[src/hdl/circular_flash_log_writer_core_defines.svh]
// Assertion macros for the log writer core.
// Both expect clk and rst to be visible where they are used.
`ifndef CIRCULAR_FLASH_LOG_WRITER_CORE_DEFINES_SVH
`define CIRCULAR_FLASH_LOG_WRITER_CORE_DEFINES_SVH

// Same-cycle implication.
`define CFLW_ASSERT_NOW(label, ante, cons, msg) \
  label: assert property (@(posedge clk) disable iff (rst) (ante) |-> (cons)) \
    else $error(msg);

// Next-cycle implication.
`define CFLW_ASSERT_NEXT(label, ante, cons, msg) \
  label: assert property (@(posedge clk) disable iff (rst) (ante) |=> (cons)) \
    else $error(msg);

`endif

[src/hdl/cflw_pkg.sv]
`default_nettype none

package cflw_pkg;

  localparam int HEADER_BYTES = 4;
  localparam int MAX_STEPS = 6;

  typedef enum logic [2:0] {
    KIND_ERASE    = 3'd0,
    KIND_HEADER   = 3'd1,
    KIND_RECORD   = 3'd2,
    KIND_DISABLED = 3'd3,
    KIND_OVERSIZE = 3'd4
  } cmd_kind_t;

  typedef enum logic [1:0] {
    REG_REGION_START = 2'd0,
    REG_REGION_END   = 2'd1,
    REG_LOG_DISABLED = 2'd2
  } reg_index_t;

  typedef enum logic [2:0] {
    STEP_ERASE_A  = 3'd0,
    STEP_HDR_A    = 3'd1,
    STEP_SEG1     = 3'd2,
    STEP_ERASE_B  = 3'd3,
    STEP_HDR_B    = 3'd4,
    STEP_SEG2     = 3'd5,
    STEP_DISABLED = 3'd6,
    STEP_OVERSIZE = 3'd7
  } step_t;

  typedef struct packed {
    logic [31:0] region_start;
    logic [31:0] region_end;
    logic        log_disabled;
  } cfg_t;

  typedef struct packed {
    step_t [MAX_STEPS-1:0] steps;
    logic [2:0]            nsteps;
    logic [31:0]           addr_a;
    logic [31:0]           addr_seg1;
    logic [31:0]           addr_b;
    logic [31:0]           addr_seg2;
    logic [10:0]           cnt1;
    logic [10:0]           cnt2;
    logic [9:0]            roff;
    logic [7:0]            serial_a;
    logic [7:0]            serial_b;
    logic [10:0]           first_b;
    logic [31:0]           oldest_a;
    logic [31:0]           oldest_b;
  } plan_t;

endpackage

`default_nettype wire

[src/hdl/cflw_rec_if.sv]
`default_nettype none

interface cflw_rec_if;
  logic       valid;
  logic       ready;
  logic [9:0] record_length;

  modport source (output valid, output record_length, input ready);
  modport sink (input valid, input record_length, output ready);
endinterface

`default_nettype wire

[src/hdl/cflw_cmd_if.sv]
`default_nettype none

interface cflw_cmd_if;
  logic        valid;
  logic        ready;
  logic [2:0]  command_kind;
  logic [31:0] flash_address;
  logic [10:0] byte_count;
  logic [9:0]  record_offset;
  logic [7:0]  header_serial;
  logic [10:0] header_first_record;
  logic [31:0] oldest_page;
  logic        last_command;

  modport source (
    output valid, output command_kind, output flash_address, output byte_count,
    output record_offset, output header_serial, output header_first_record,
    output oldest_page, output last_command, input ready
  );
  modport sink (
    input valid, input command_kind, input flash_address, input byte_count,
    input record_offset, input header_serial, input header_first_record,
    input oldest_page, input last_command, output ready
  );
endinterface

`default_nettype wire

[src/hdl/cflw_planner.sv]
`default_nettype none

module cflw_planner #(
  parameter int PAGE_BYTES = 1024
) (
  input  logic            clk,
  input  logic            rst,
  input  cflw_pkg::cfg_t  cfg,
  cflw_rec_if.sink        rec_in,
  input  logic            plan_ready,
  output logic            plan_valid,
  output cflw_pkg::plan_t plan
);
  import cflw_pkg::*;

  localparam int PB = $clog2(PAGE_BYTES);
  localparam int PN = 32 - PB;
  localparam int SW = ((PB > 10) ? PB : 10) + 1;

  logic          in_full;
  logic [9:0]    len_q;
  logic          page_open;
  logic [7:0]    serial_count;
  logic [PN-1:0] oldest_page;
  logic [PN-1:0] newest_page;
  logic [PB-1:0] write_offset;

  logic          take;
  logic          oversize;
  logic          reject;
  logic [PN-1:0] lo_pn;
  logic [PN-1:0] hi_pn;
  logic [PN-1:0] pe;
  logic [PN-1:0] oa;
  logic [PN-1:0] n_inc;
  logic [PN-1:0] n_pg;
  logic [PN-1:0] o_inc;
  logic [PN-1:0] o_next;
  logic [PN-1:0] ob;
  logic [PB-1:0] off_e;
  logic [PB-1:0] offset_next;
  logic [7:0]    se;
  logic [SW-1:0] len_w;
  logic [SW-1:0] left;
  logic [SW-1:0] sum;
  logic [SW-1:0] cnt2;
  logic          split;
  logic          post;
  logic          open_b;
  logic [2:0]    k;

  assign take          = in_full && plan_ready;
  assign plan_valid    = in_full;
  assign rec_in.ready  = !in_full || plan_ready;

  assign lo_pn = cfg.region_start[31:PB];
  assign hi_pn = cfg.region_end[31:PB];
  assign pe    = page_open ? newest_page : lo_pn;
  assign oa    = page_open ? oldest_page : lo_pn;
  assign off_e = page_open ? write_offset : PB'(HEADER_BYTES);
  assign se    = page_open ? serial_count : serial_count + 8'd1;

  assign len_w    = SW'(len_q);
  assign oversize = (len_q == 10'd0) || (len_w > SW'(PAGE_BYTES - HEADER_BYTES));
  assign reject   = cfg.log_disabled || oversize;
  assign left     = SW'(PAGE_BYTES) - SW'(off_e);
  assign sum      = SW'(off_e) + len_w;
  assign split    = len_w > left;
  assign post     = !split && (sum == SW'(PAGE_BYTES));
  assign open_b   = split || post;
  assign cnt2     = len_w - left;

  // next page after the current one, wrapping at the region end
  assign n_inc  = pe + PN'(1);
  assign n_pg   = (n_inc >= hi_pn) ? lo_pn : n_inc;
  assign o_inc  = oa + PN'(1);
  assign o_next = (o_inc >= hi_pn) ? lo_pn : o_inc;
  assign ob     = (n_pg == oa) ? o_next : oa;

  always_comb begin
    if (split) begin
      offset_next = PB'(HEADER_BYTES) + PB'(cnt2);
    end else if (post) begin
      offset_next = PB'(HEADER_BYTES);
    end else begin
      offset_next = PB'(sum);
    end
  end

  always_comb begin
    plan = '0;
    k    = 3'd0;
    if (cfg.log_disabled) begin
      plan.steps[0] = STEP_DISABLED;
      k = 3'd1;
    end else if (oversize) begin
      plan.steps[0] = STEP_OVERSIZE;
      k = 3'd1;
    end else begin
      if (!page_open) begin
        plan.steps[k] = STEP_ERASE_A;
        k = k + 3'd1;
        plan.steps[k] = STEP_HDR_A;
        k = k + 3'd1;
      end
      plan.steps[k] = STEP_SEG1;
      k = k + 3'd1;
      if (open_b) begin
        plan.steps[k] = STEP_ERASE_B;
        k = k + 3'd1;
        plan.steps[k] = STEP_HDR_B;
        k = k + 3'd1;
      end
      if (split) begin
        plan.steps[k] = STEP_SEG2;
        k = k + 3'd1;
      end
    end
    plan.nsteps    = k;
    plan.addr_a    = {pe, {PB{1'b0}}};
    plan.addr_seg1 = {pe, off_e};
    plan.addr_b    = {n_pg, {PB{1'b0}}};
    plan.addr_seg2 = {n_pg, PB'(HEADER_BYTES)};
    plan.cnt1      = split ? 11'(left) : 11'(len_q);
    plan.cnt2      = 11'(cnt2);
    plan.roff      = 10'(left);
    plan.serial_a  = serial_count + 8'd1;
    plan.serial_b  = se + 8'd1;
    plan.first_b   = split ? 11'(HEADER_BYTES) + 11'(cnt2) : 11'(HEADER_BYTES);
    plan.oldest_a  = {(reject ? oldest_page : oa), {PB{1'b0}}};
    plan.oldest_b  = {ob, {PB{1'b0}}};
  end

  always_ff @(posedge clk) begin
    if (rst) begin
      in_full      <= 1'b0;
      page_open    <= 1'b0;
      serial_count <= '0;
      oldest_page  <= '0;
      newest_page  <= '0;
      write_offset <= '0;
    end else begin
      if (rec_in.valid && rec_in.ready) begin
        in_full <= 1'b1;
      end else if (take) begin
        in_full <= 1'b0;
      end
      if (take && !reject) begin
        page_open    <= 1'b1;
        serial_count <= open_b ? se + 8'd1 : se;
        newest_page  <= open_b ? n_pg : pe;
        oldest_page  <= open_b ? ob : oa;
        write_offset <= offset_next;
      end
    end
  end

  always_ff @(posedge clk) begin
    if (rec_in.valid && rec_in.ready) begin
      len_q <= rec_in.record_length;
    end
  end

endmodule

`default_nettype wire

[src/hdl/cflw_emitter.sv]
`default_nettype none

module cflw_emitter (
  input  logic            clk,
  input  logic            rst,
  input  logic            plan_valid,
  input  cflw_pkg::plan_t plan,
  output logic            plan_ready,
  cflw_cmd_if.source      cmd_out
);
  import cflw_pkg::*;

  logic       busy;
  logic [2:0] idx;
  plan_t      cur;
  logic       last;
  logic       load;

  assign last       = idx == (cur.nsteps - 3'd1);
  assign plan_ready = !busy || (cmd_out.ready && last);
  assign load       = plan_valid && plan_ready;

  assign cmd_out.valid        = busy;
  assign cmd_out.last_command = last;

  always_comb begin
    cmd_out.command_kind        = KIND_ERASE;
    cmd_out.flash_address       = '0;
    cmd_out.byte_count          = '0;
    cmd_out.record_offset       = '0;
    cmd_out.header_serial       = '0;
    cmd_out.header_first_record = '0;
    cmd_out.oldest_page         = cur.oldest_a;
    unique case (cur.steps[idx])
      STEP_ERASE_A: begin
        cmd_out.flash_address = cur.addr_a;
      end
      STEP_HDR_A: begin
        cmd_out.command_kind        = KIND_HEADER;
        cmd_out.flash_address       = cur.addr_a;
        cmd_out.header_serial       = cur.serial_a;
        cmd_out.header_first_record = 11'(HEADER_BYTES);
      end
      STEP_SEG1: begin
        cmd_out.command_kind  = KIND_RECORD;
        cmd_out.flash_address = cur.addr_seg1;
        cmd_out.byte_count    = cur.cnt1;
      end
      STEP_ERASE_B: begin
        cmd_out.flash_address = cur.addr_b;
        cmd_out.oldest_page   = cur.oldest_b;
      end
      STEP_HDR_B: begin
        cmd_out.command_kind        = KIND_HEADER;
        cmd_out.flash_address       = cur.addr_b;
        cmd_out.header_serial       = cur.serial_b;
        cmd_out.header_first_record = cur.first_b;
        cmd_out.oldest_page         = cur.oldest_b;
      end
      STEP_SEG2: begin
        cmd_out.command_kind  = KIND_RECORD;
        cmd_out.flash_address = cur.addr_seg2;
        cmd_out.byte_count    = cur.cnt2;
        cmd_out.record_offset = cur.roff;
        cmd_out.oldest_page   = cur.oldest_b;
      end
      STEP_DISABLED: begin
        cmd_out.command_kind = KIND_DISABLED;
      end
      STEP_OVERSIZE: begin
        cmd_out.command_kind = KIND_OVERSIZE;
      end
      default: begin
        cmd_out.command_kind = KIND_ERASE;
      end
    endcase
  end

  always_ff @(posedge clk) begin
    if (rst) begin
      busy <= 1'b0;
      idx  <= '0;
    end else if (load) begin
      busy <= 1'b1;
      idx  <= '0;
    end else if (busy && cmd_out.ready) begin
      if (last) begin
        busy <= 1'b0;
      end else begin
        idx <= idx + 3'd1;
      end
    end
  end

  always_ff @(posedge clk) begin
    if (load) begin
      cur <= plan;
    end
  end

endmodule

`default_nettype wire

[src/hdl/circular_flash_log_writer_core.sv]
`default_nettype none
// Channel   Dir  Payload                                    Request
// rec_in    in   record_length                              one append
// cmd_out   out  command_kind .. oldest_page, last_command  one flash command
//
// An append issues one command per cycle while cmd_out is ready: 1 when rejected, 1, 3 or 4
// normally, up to 5 when it opens the log and fills its first page; the planner sets the count.
// The request is registered in the planner, then loaded into the emitter to issue commands.
// rst is synchronous: log state is cleared, registers return to their defaults.
// A stall on cmd_out holds the current command; one more request is buffered.

module circular_flash_log_writer_core #(
  parameter int PAGE_BYTES = 1024
) (
  input  logic        clk,
  input  logic        rst,
  input  logic        cfg_write,
  input  logic [1:0]  cfg_index,
  input  logic [31:0] cfg_data,
  cflw_rec_if.sink    rec_in,
  cflw_cmd_if.source  cmd_out
);
  import cflw_pkg::*;
`include "circular_flash_log_writer_core_defines.svh"

  cfg_t  cfg;
  plan_t plan;
  logic  plan_valid;
  logic  plan_ready;

  always_ff @(posedge clk) begin
    if (rst) begin
      cfg.region_start <= 32'd0;
      cfg.region_end   <= 32'd8192;
      cfg.log_disabled <= 1'b0;
    end else if (cfg_write) begin
      unique case (cfg_index)
        REG_REGION_START: cfg.region_start <= cfg_data;
        REG_REGION_END:   cfg.region_end   <= cfg_data;
        REG_LOG_DISABLED: cfg.log_disabled <= cfg_data[0];
        default: ;
      endcase
    end
  end

  cflw_planner #(
    .PAGE_BYTES (PAGE_BYTES)
  ) u_planner (
    .clk        (clk),
    .rst        (rst),
    .cfg        (cfg),
    .rec_in     (rec_in),
    .plan_ready (plan_ready),
    .plan_valid (plan_valid),
    .plan       (plan)
  );

  cflw_emitter u_emitter (
    .clk        (clk),
    .rst        (rst),
    .plan_valid (plan_valid),
    .plan       (plan),
    .plan_ready (plan_ready),
    .cmd_out    (cmd_out)
  );

  `CFLW_ASSERT_NEXT(a_more_follow, cmd_out.valid && cmd_out.ready && !cmd_out.last_command, cmd_out.valid, "command sequence broken before its last command")
  `CFLW_ASSERT_NOW(a_reject_single, cmd_out.valid && (cmd_out.command_kind == KIND_DISABLED || cmd_out.command_kind == KIND_OVERSIZE), cmd_out.last_command, "rejected request issued more than one command")
  `CFLW_ASSERT_NOW(a_header_first, cmd_out.valid && cmd_out.command_kind == KIND_HEADER, cmd_out.header_first_record >= 11'(HEADER_BYTES), "page header points inside the header")
  `CFLW_ASSERT_NOW(a_hold_input, plan_valid && !plan_ready, !rec_in.ready, "request taken while the buffered one is still waiting")

endmodule

`default_nettype wire

[src/flat_wrapper.sv]
// flat-port wrapper written by rule: the top's interface ports become plain ports
module circular_flash_log_writer_core_flat import cflw_pkg::*;
#(
  parameter int PAGE_BYTES = 1024
)
  (clk, rst, cfg_write, cfg_index, cfg_data, rec_in_valid, rec_in_record_length, rec_in_ready, cmd_out_valid, cmd_out_command_kind, cmd_out_flash_address, cmd_out_byte_count, cmd_out_record_offset, cmd_out_header_serial, cmd_out_header_first_record, cmd_out_oldest_page, cmd_out_last_command, cmd_out_ready);
  cflw_rec_if rec_in_i ();
  cflw_cmd_if cmd_out_i ();
  input  logic clk;
  input  logic rst;
  input  logic cfg_write;
  input  logic [1:0] cfg_index;
  input  logic [31:0] cfg_data;
  input wire logic [$bits(rec_in_i.valid)-1:0] rec_in_valid;
  input wire logic [$bits(rec_in_i.record_length)-1:0] rec_in_record_length;
  output wire logic [$bits(rec_in_i.ready)-1:0] rec_in_ready;
  output wire logic [$bits(cmd_out_i.valid)-1:0] cmd_out_valid;
  output wire logic [$bits(cmd_out_i.command_kind)-1:0] cmd_out_command_kind;
  output wire logic [$bits(cmd_out_i.flash_address)-1:0] cmd_out_flash_address;
  output wire logic [$bits(cmd_out_i.byte_count)-1:0] cmd_out_byte_count;
  output wire logic [$bits(cmd_out_i.record_offset)-1:0] cmd_out_record_offset;
  output wire logic [$bits(cmd_out_i.header_serial)-1:0] cmd_out_header_serial;
  output wire logic [$bits(cmd_out_i.header_first_record)-1:0] cmd_out_header_first_record;
  output wire logic [$bits(cmd_out_i.oldest_page)-1:0] cmd_out_oldest_page;
  output wire logic [$bits(cmd_out_i.last_command)-1:0] cmd_out_last_command;
  input wire logic [$bits(cmd_out_i.ready)-1:0] cmd_out_ready;
  assign rec_in_i.valid = rec_in_valid;
  assign rec_in_i.record_length = rec_in_record_length;
  assign rec_in_ready = rec_in_i.ready;
  assign cmd_out_valid = cmd_out_i.valid;
  assign cmd_out_command_kind = cmd_out_i.command_kind;
  assign cmd_out_flash_address = cmd_out_i.flash_address;
  assign cmd_out_byte_count = cmd_out_i.byte_count;
  assign cmd_out_record_offset = cmd_out_i.record_offset;
  assign cmd_out_header_serial = cmd_out_i.header_serial;
  assign cmd_out_header_first_record = cmd_out_i.header_first_record;
  assign cmd_out_oldest_page = cmd_out_i.oldest_page;
  assign cmd_out_last_command = cmd_out_i.last_command;
  assign cmd_out_i.ready = cmd_out_ready;
  circular_flash_log_writer_core #(.PAGE_BYTES(PAGE_BYTES)) u_core (.clk(clk), .rst(rst), .cfg_write(cfg_write), .cfg_index(cfg_index), .cfg_data(cfg_data), .rec_in(rec_in_i), .cmd_out(cmd_out_i));
endmodule
[config.mk]
export PLATFORM = sky130hd
export DESIGN_NAME = circular_flash_log_writer_core_flat
export DESIGN_NICKNAME = d
export VERILOG_FILES = /design/src/hdl/cflw_pkg.sv /design/src/hdl/cflw_rec_if.sv /design/src/hdl/cflw_cmd_if.sv /design/src/hdl/cflw_planner.sv /design/src/hdl/cflw_emitter.sv /design/src/hdl/circular_flash_log_writer_core.sv /design/src/flat_wrapper.sv
export VERILOG_INCLUDE_DIRS = /design/src /design/src/hdl
export SDC_FILE = /design/constraint.sdc
export NUM_CORES = 1
export LEC_CHECK = 0
export CORE_UTILIZATION = 26
export CTS_CLUSTER_SIZE = 14
export DETAILED_ROUTE_END_ITERATION = 16
export DONT_BUFFER_PORTS = 1
export SYNTH_ARGS = -nofsm -noshare
export SYNTH_HDL_FRONTEND = slang
export SYNTH_HIERARCHICAL = 1
export SYNTH_SLANG_ARGS = --single-unit
[constraint.sdc]
create_clock -name clk -period 21.2 [get_ports clk]
set_input_delay 2.12 -clock clk [delete_from_list [all_inputs] [get_ports clk]]
set_output_delay 2.12 -clock clk [all_outputs]
set_load 0.02 [all_outputs]
### Word level (Yosys, flattened, before mapping)

Index checks and enable logic that the tools add are counted.

* output and inout bits: 110
* input port bits: 49
* RAM bits: 0
* latch bits: 0
* memories kept: 0
* word-level logic and storage cells: 173
* ROM bits: 0
* bits in registers: 343

* div/mod/pow operators: 0
* mux-type cells: 51
* multipliers: 0
* $add $sub $neg: 15
* reduce and logical (&&, ||, !) cells: 37
* equality and inequality tests: 12
* shift operators: 0
* bitwise logic cells: 13
* $lt $le $gt $ge: 13

Operators with widths (number)
* two-way mux 22 bit: 8
* case mux 32 bit (4 select lines): 1
* two-way mux 18 bit: 4
* two-way mux 10 bit: 5
* adder 22 x 1 -> 22 bit, second input constant: 2
* greater-or-equal comparator 22 bit: 2
* case mux 11 bit (2 select lines): 2
* demux 3 bit (select 3 bit): 4
* two-way mux 3 bit: 11
* two-way mux 32 bit: 1
* NOT 12 bit: 2
* OR 12 bit: 2
* == test 22 bit: 1
* < comparator 3 x 4 -> 1 bit, second input constant: 5
* adder 8 x 1 -> 8 bit, second input constant: 2
* two-way mux 8 bit: 2
* case mux 8 bit (2 select lines): 1
* adder 3 x 1 -> 3 bit, second input constant: 5
* AND 12 bit: 1
* AND 4 x 12 -> 12 bit: 1
* AND 6 bit: 2
* == test 3 bit, second input constant: 4
* greater-or-equal comparator 3 x 1 -> 1 bit, second input constant: 4
* two-way mux 6 bit: 2
* 33 further kinds: 67

### Logic depth before layout (Yosys ltp)

* depth in word-level cells: 18
* depth in mapped cells: 29
* mapped depth without buffers: 21

### By module

The synthesis kept the hierarchy.

By module, submodules not included
* cflw_emitter: cells an instance 602, area an instance 10590.2 um^2, sequential area each 8247.9 um^2, instances 1
* cflw_planner: cells an instance 1399, area an instance 9933.3 um^2, sequential area each 1581.5 um^2, instances 1
* circular_flash_log_writer_core: cells an instance 251, area an instance 2721.4 um^2, sequential area each 1301.2 um^2, instances 1

### Worst setup path after synthesis

No wires, ideal clock.

* path type: in2reg
* start: in cmd_out_ready
* end: reg, netlist name u_core/u_emitter/cur[0]
* data arrival time: 13554 ps
* setup slack: 6734 ps
* stages on the path: 2
* setup time: 912 ps
* data required time: 20288 ps
* buffers on the path: 0
* cells stage by stage: a21boi_0 nor2_1

RTL lines
* start: declaration: line flat_wrapper.sv:26 `input wire logic [$bits(cmd_out_i.ready)-1:0] cmd_out_ready;`

==> results.tsv <==
stage	metric	value	unit
critical_path	CP bufs+invs	2	
sta	Final period util	36.4	%
routing	Antenna Nets Post-Route	0	
clock_tree	Hold-fix buffers, CTS	0	
cells_and_area	nets	2186	
clock_tree	CTS buffer count	43	
logic_synthesis	Synth Instances	2183	
critical_path	CP peak stage delay	0.87	ns
routing	Post-route DRC	0	
floorplan	Die Y	296	um
pwr	Power Density	83.4	mW/mm^2
pwr	Pwr Total	2.03	mW
floorplan	core outline area	0.0854	mm^2
clock_tree	clock buffer depth	3	
place	number of port buffers	0	
global_routing	number of global-route vias before repair	15000	
global_routing	first-pass GRT wire length	95300	um
min_path	Hold/Removal Path Class	flop to flop	
floorplan	die area	0.0876	mm^2
clock_tree	postcts setup bufs	0	
logic_synthesis	Synth Warn #	6	
pwr	peak supply drop	0.0000496	V
sta	worst-margin pin slew	1.15	ns
sta	RSZ-0062 raised after global routing	no	
critical_path	largest delay contributor family on the critical path	simple AND/OR/NAND/NOR gates	
global_routing	GRT Total Usage	14.3	%
critical_path	sequence of cells on the critical path	buf_4 > nand4_1 > a22oi_1 > nand3_1 > nor3_1 > nor2_1 > ha_1 > nand4_1 > nor3_1 > and4_1 > o21a_1 > nor2_2 > a2111oi_0 > o221ai_1 > nor2_1 > and3_2 > buf_4 > a21oi_1 > a21o_1	
sta	skew final	0.0137	ns
routing	DR vias	16000	
routing	DRC violation total after the first TritonRoute iteration	1486	
sta	FMAX	130	MHz
place	HPWL after DPL	44700	um
critical_path	critical path arrival	8.05	ns
logic_synthesis	synthesized cell area	0.0225	mm^2
global_routing	Overflow after GRT	0	
clock_tree	worst skew pair latency	0.58	ns
place	Final Wtd Congestion	0.895	
logic_synthesis	Post-Synthesis Mean Instance Area	10.3	um^2
floorplan	Die Wd	296	um
global_routing	largest net degree at the start of global routing	183	
critical_path	critical path launch point type	flop	
critical_path	Worst path slowest cell	dfxtp_4	
critical_path	CP Class	flop to flop	
place	pre-CTS WS	13.67	ns
routing	total wire length	64300	um
cells_and_area	post-route insts no fill	3238	
pwr	Pleak	9.08	nW
floorplan	Initial Utilization	26.3	%
sta	max-slew violation count	0	
sta	Slew HR	23.5	%
critical_path	crit end category	flop	
cells_and_area	share of layout cells above drive strength 1	9.36	%
flow_run	Max-Cap Viols	0	
cells_and_area	ANT cells	0	
cells_and_area	area delta synth->final	8.29	%
clock_tree	CTS tree	yes	
clock_tree	Root Buffer	clkbuf_16	
clock_tree	Num Clock Sinks	395	
sta	Fin. Hold Viols	0	
clock_tree	register clock-pin slew on the reported worst setup and hold paths	0.06	ns
floorplan	row count	107	
critical_path	Critical Path Fanout Max	72	
routing	Via density	4.95	
critical_path	required time of the worst setup path	21.53	ns
sta	number of setup violations in the final report	0	
sta	final setup TNS	0	ns
sta	Setup WS post-layout	13.48	ns
clock_tree	cts repair resizes	0	
clock_tree	htree depth	2	
floorplan	Ports	159	
place	Placed Instances	3158	
routing	first drt pass iteration count	6	
status	outcome	complete, no violations	
sta	Final min period	7.72	ns
routing	wire length per cell	19.9	um
global_routing	initial antenna violation count	4	
metal layers:
metal	track usage (%)	share of wire, %	wire length [um]
met3	3.19	8.3	5310
met5	0	0.089	57
met1	19.2	44	28200
met4	4.11	2.4	1520
met2	23.1	45	29300
worst min-delay path: stages, from the launching register on:
cell	delay, ns
dfxtp_1	0.31
nand2_1	0.05
a21oi_1	0.05
final timing paths:
kind                                     from                               end  slack [ns]  cells past startpoint
max                u_core/u_planner/page_open          u_core/u_emitter/cur[25]       13.48                     19
min          u_core/u_planner/write_offset[6]  u_core/u_planner/write_offset[6]        0.45                      2
max reg2reg        u_core/u_planner/page_open          u_core/u_emitter/cur[25]       13.48                     19
min reg2reg  u_core/u_planner/write_offset[6]  u_core/u_planner/write_offset[6]        0.45                      2
stage by stage:
step	hold slack, ns	util, %	area [um^2]
after global placement	0.431	26.8	22800
final	0.449	28.5	24300
after CTS	0.446	28.5	24300
after detailed placement	0.439	26.8	22800
after global routing	0.466	28.5	24300
after floorplan	0.427	-	22700
flip-flops by register name, summed over array words and instances (netlist names):
signal / count
u_core/u_emitter/cur: 272
u_core/cfg: 45
u_core/u_planner/newest_page: 22
u_core/u_planner/oldest_page: 22
u_core/u_planner/len_q: 10
u_core/u_planner/write_offset: 10
u_core/u_planner/serial_count: 8
u_core/u_emitter/idx: 3
u_core/u_emitter/cmd_out.valid: 1
u_core/u_planner/page_open: 1
u_core/u_planner/plan_valid: 1
report_power, final:
part	leakage [nW]	total [mW]	internal [mW]	switching, mW
Sequential	3.62	0.904	0.880	0.0240
Combinational	4.75	0.351	0.107	0.244
Clock	0.716	0.774	0.453	0.321
Total	9.08	2.03	1.44	0.590
placed cells by master (no fill, tap or decap), types with 6 or more instances in the layout:
master and n:
o21a_1 12, xor2_1 25, and3_1 46, or3_1 11, nor3_1 27, o21ai_1 17, a31o_2 18, xnor2_1 66
o21ai_0 73, nand4b_1 6, nor2_1 116, nand4_1 23, a22o_1 14, clkbuf_1 8, edfxtp_1 282, mux2i_1 92
nor4_1 9, inv_1 80, or2_2 6, a21o_1 14, a211oi_1 16, nand2_1 146, o211ai_1 23, o2111ai_1 33
mux2_2 45, conb_1 55, nand3_1 112, a21oi_1 174, buf_4 25, clkbuf_8 6, nor2b_1 10, clkinv_2 6
nand2b_1 84, clkbuf_16 47, and2_1 19, a21boi_0 13, a221o_1 34, ha_1 76, dfxtp_1 112
final cells by class:
type / instances / area, um^2
clock buffer: 61 / 1290
fill: 8946 / 61100
clock inverter: 19 / 188
timing repair buffer: 26 / 208
inverter: 82 / 308
multi-input combinational: 1511 / 10200
tap: 1144 / 1430
sequential: 395 / 10700
(Power assumes the default switching activity.)
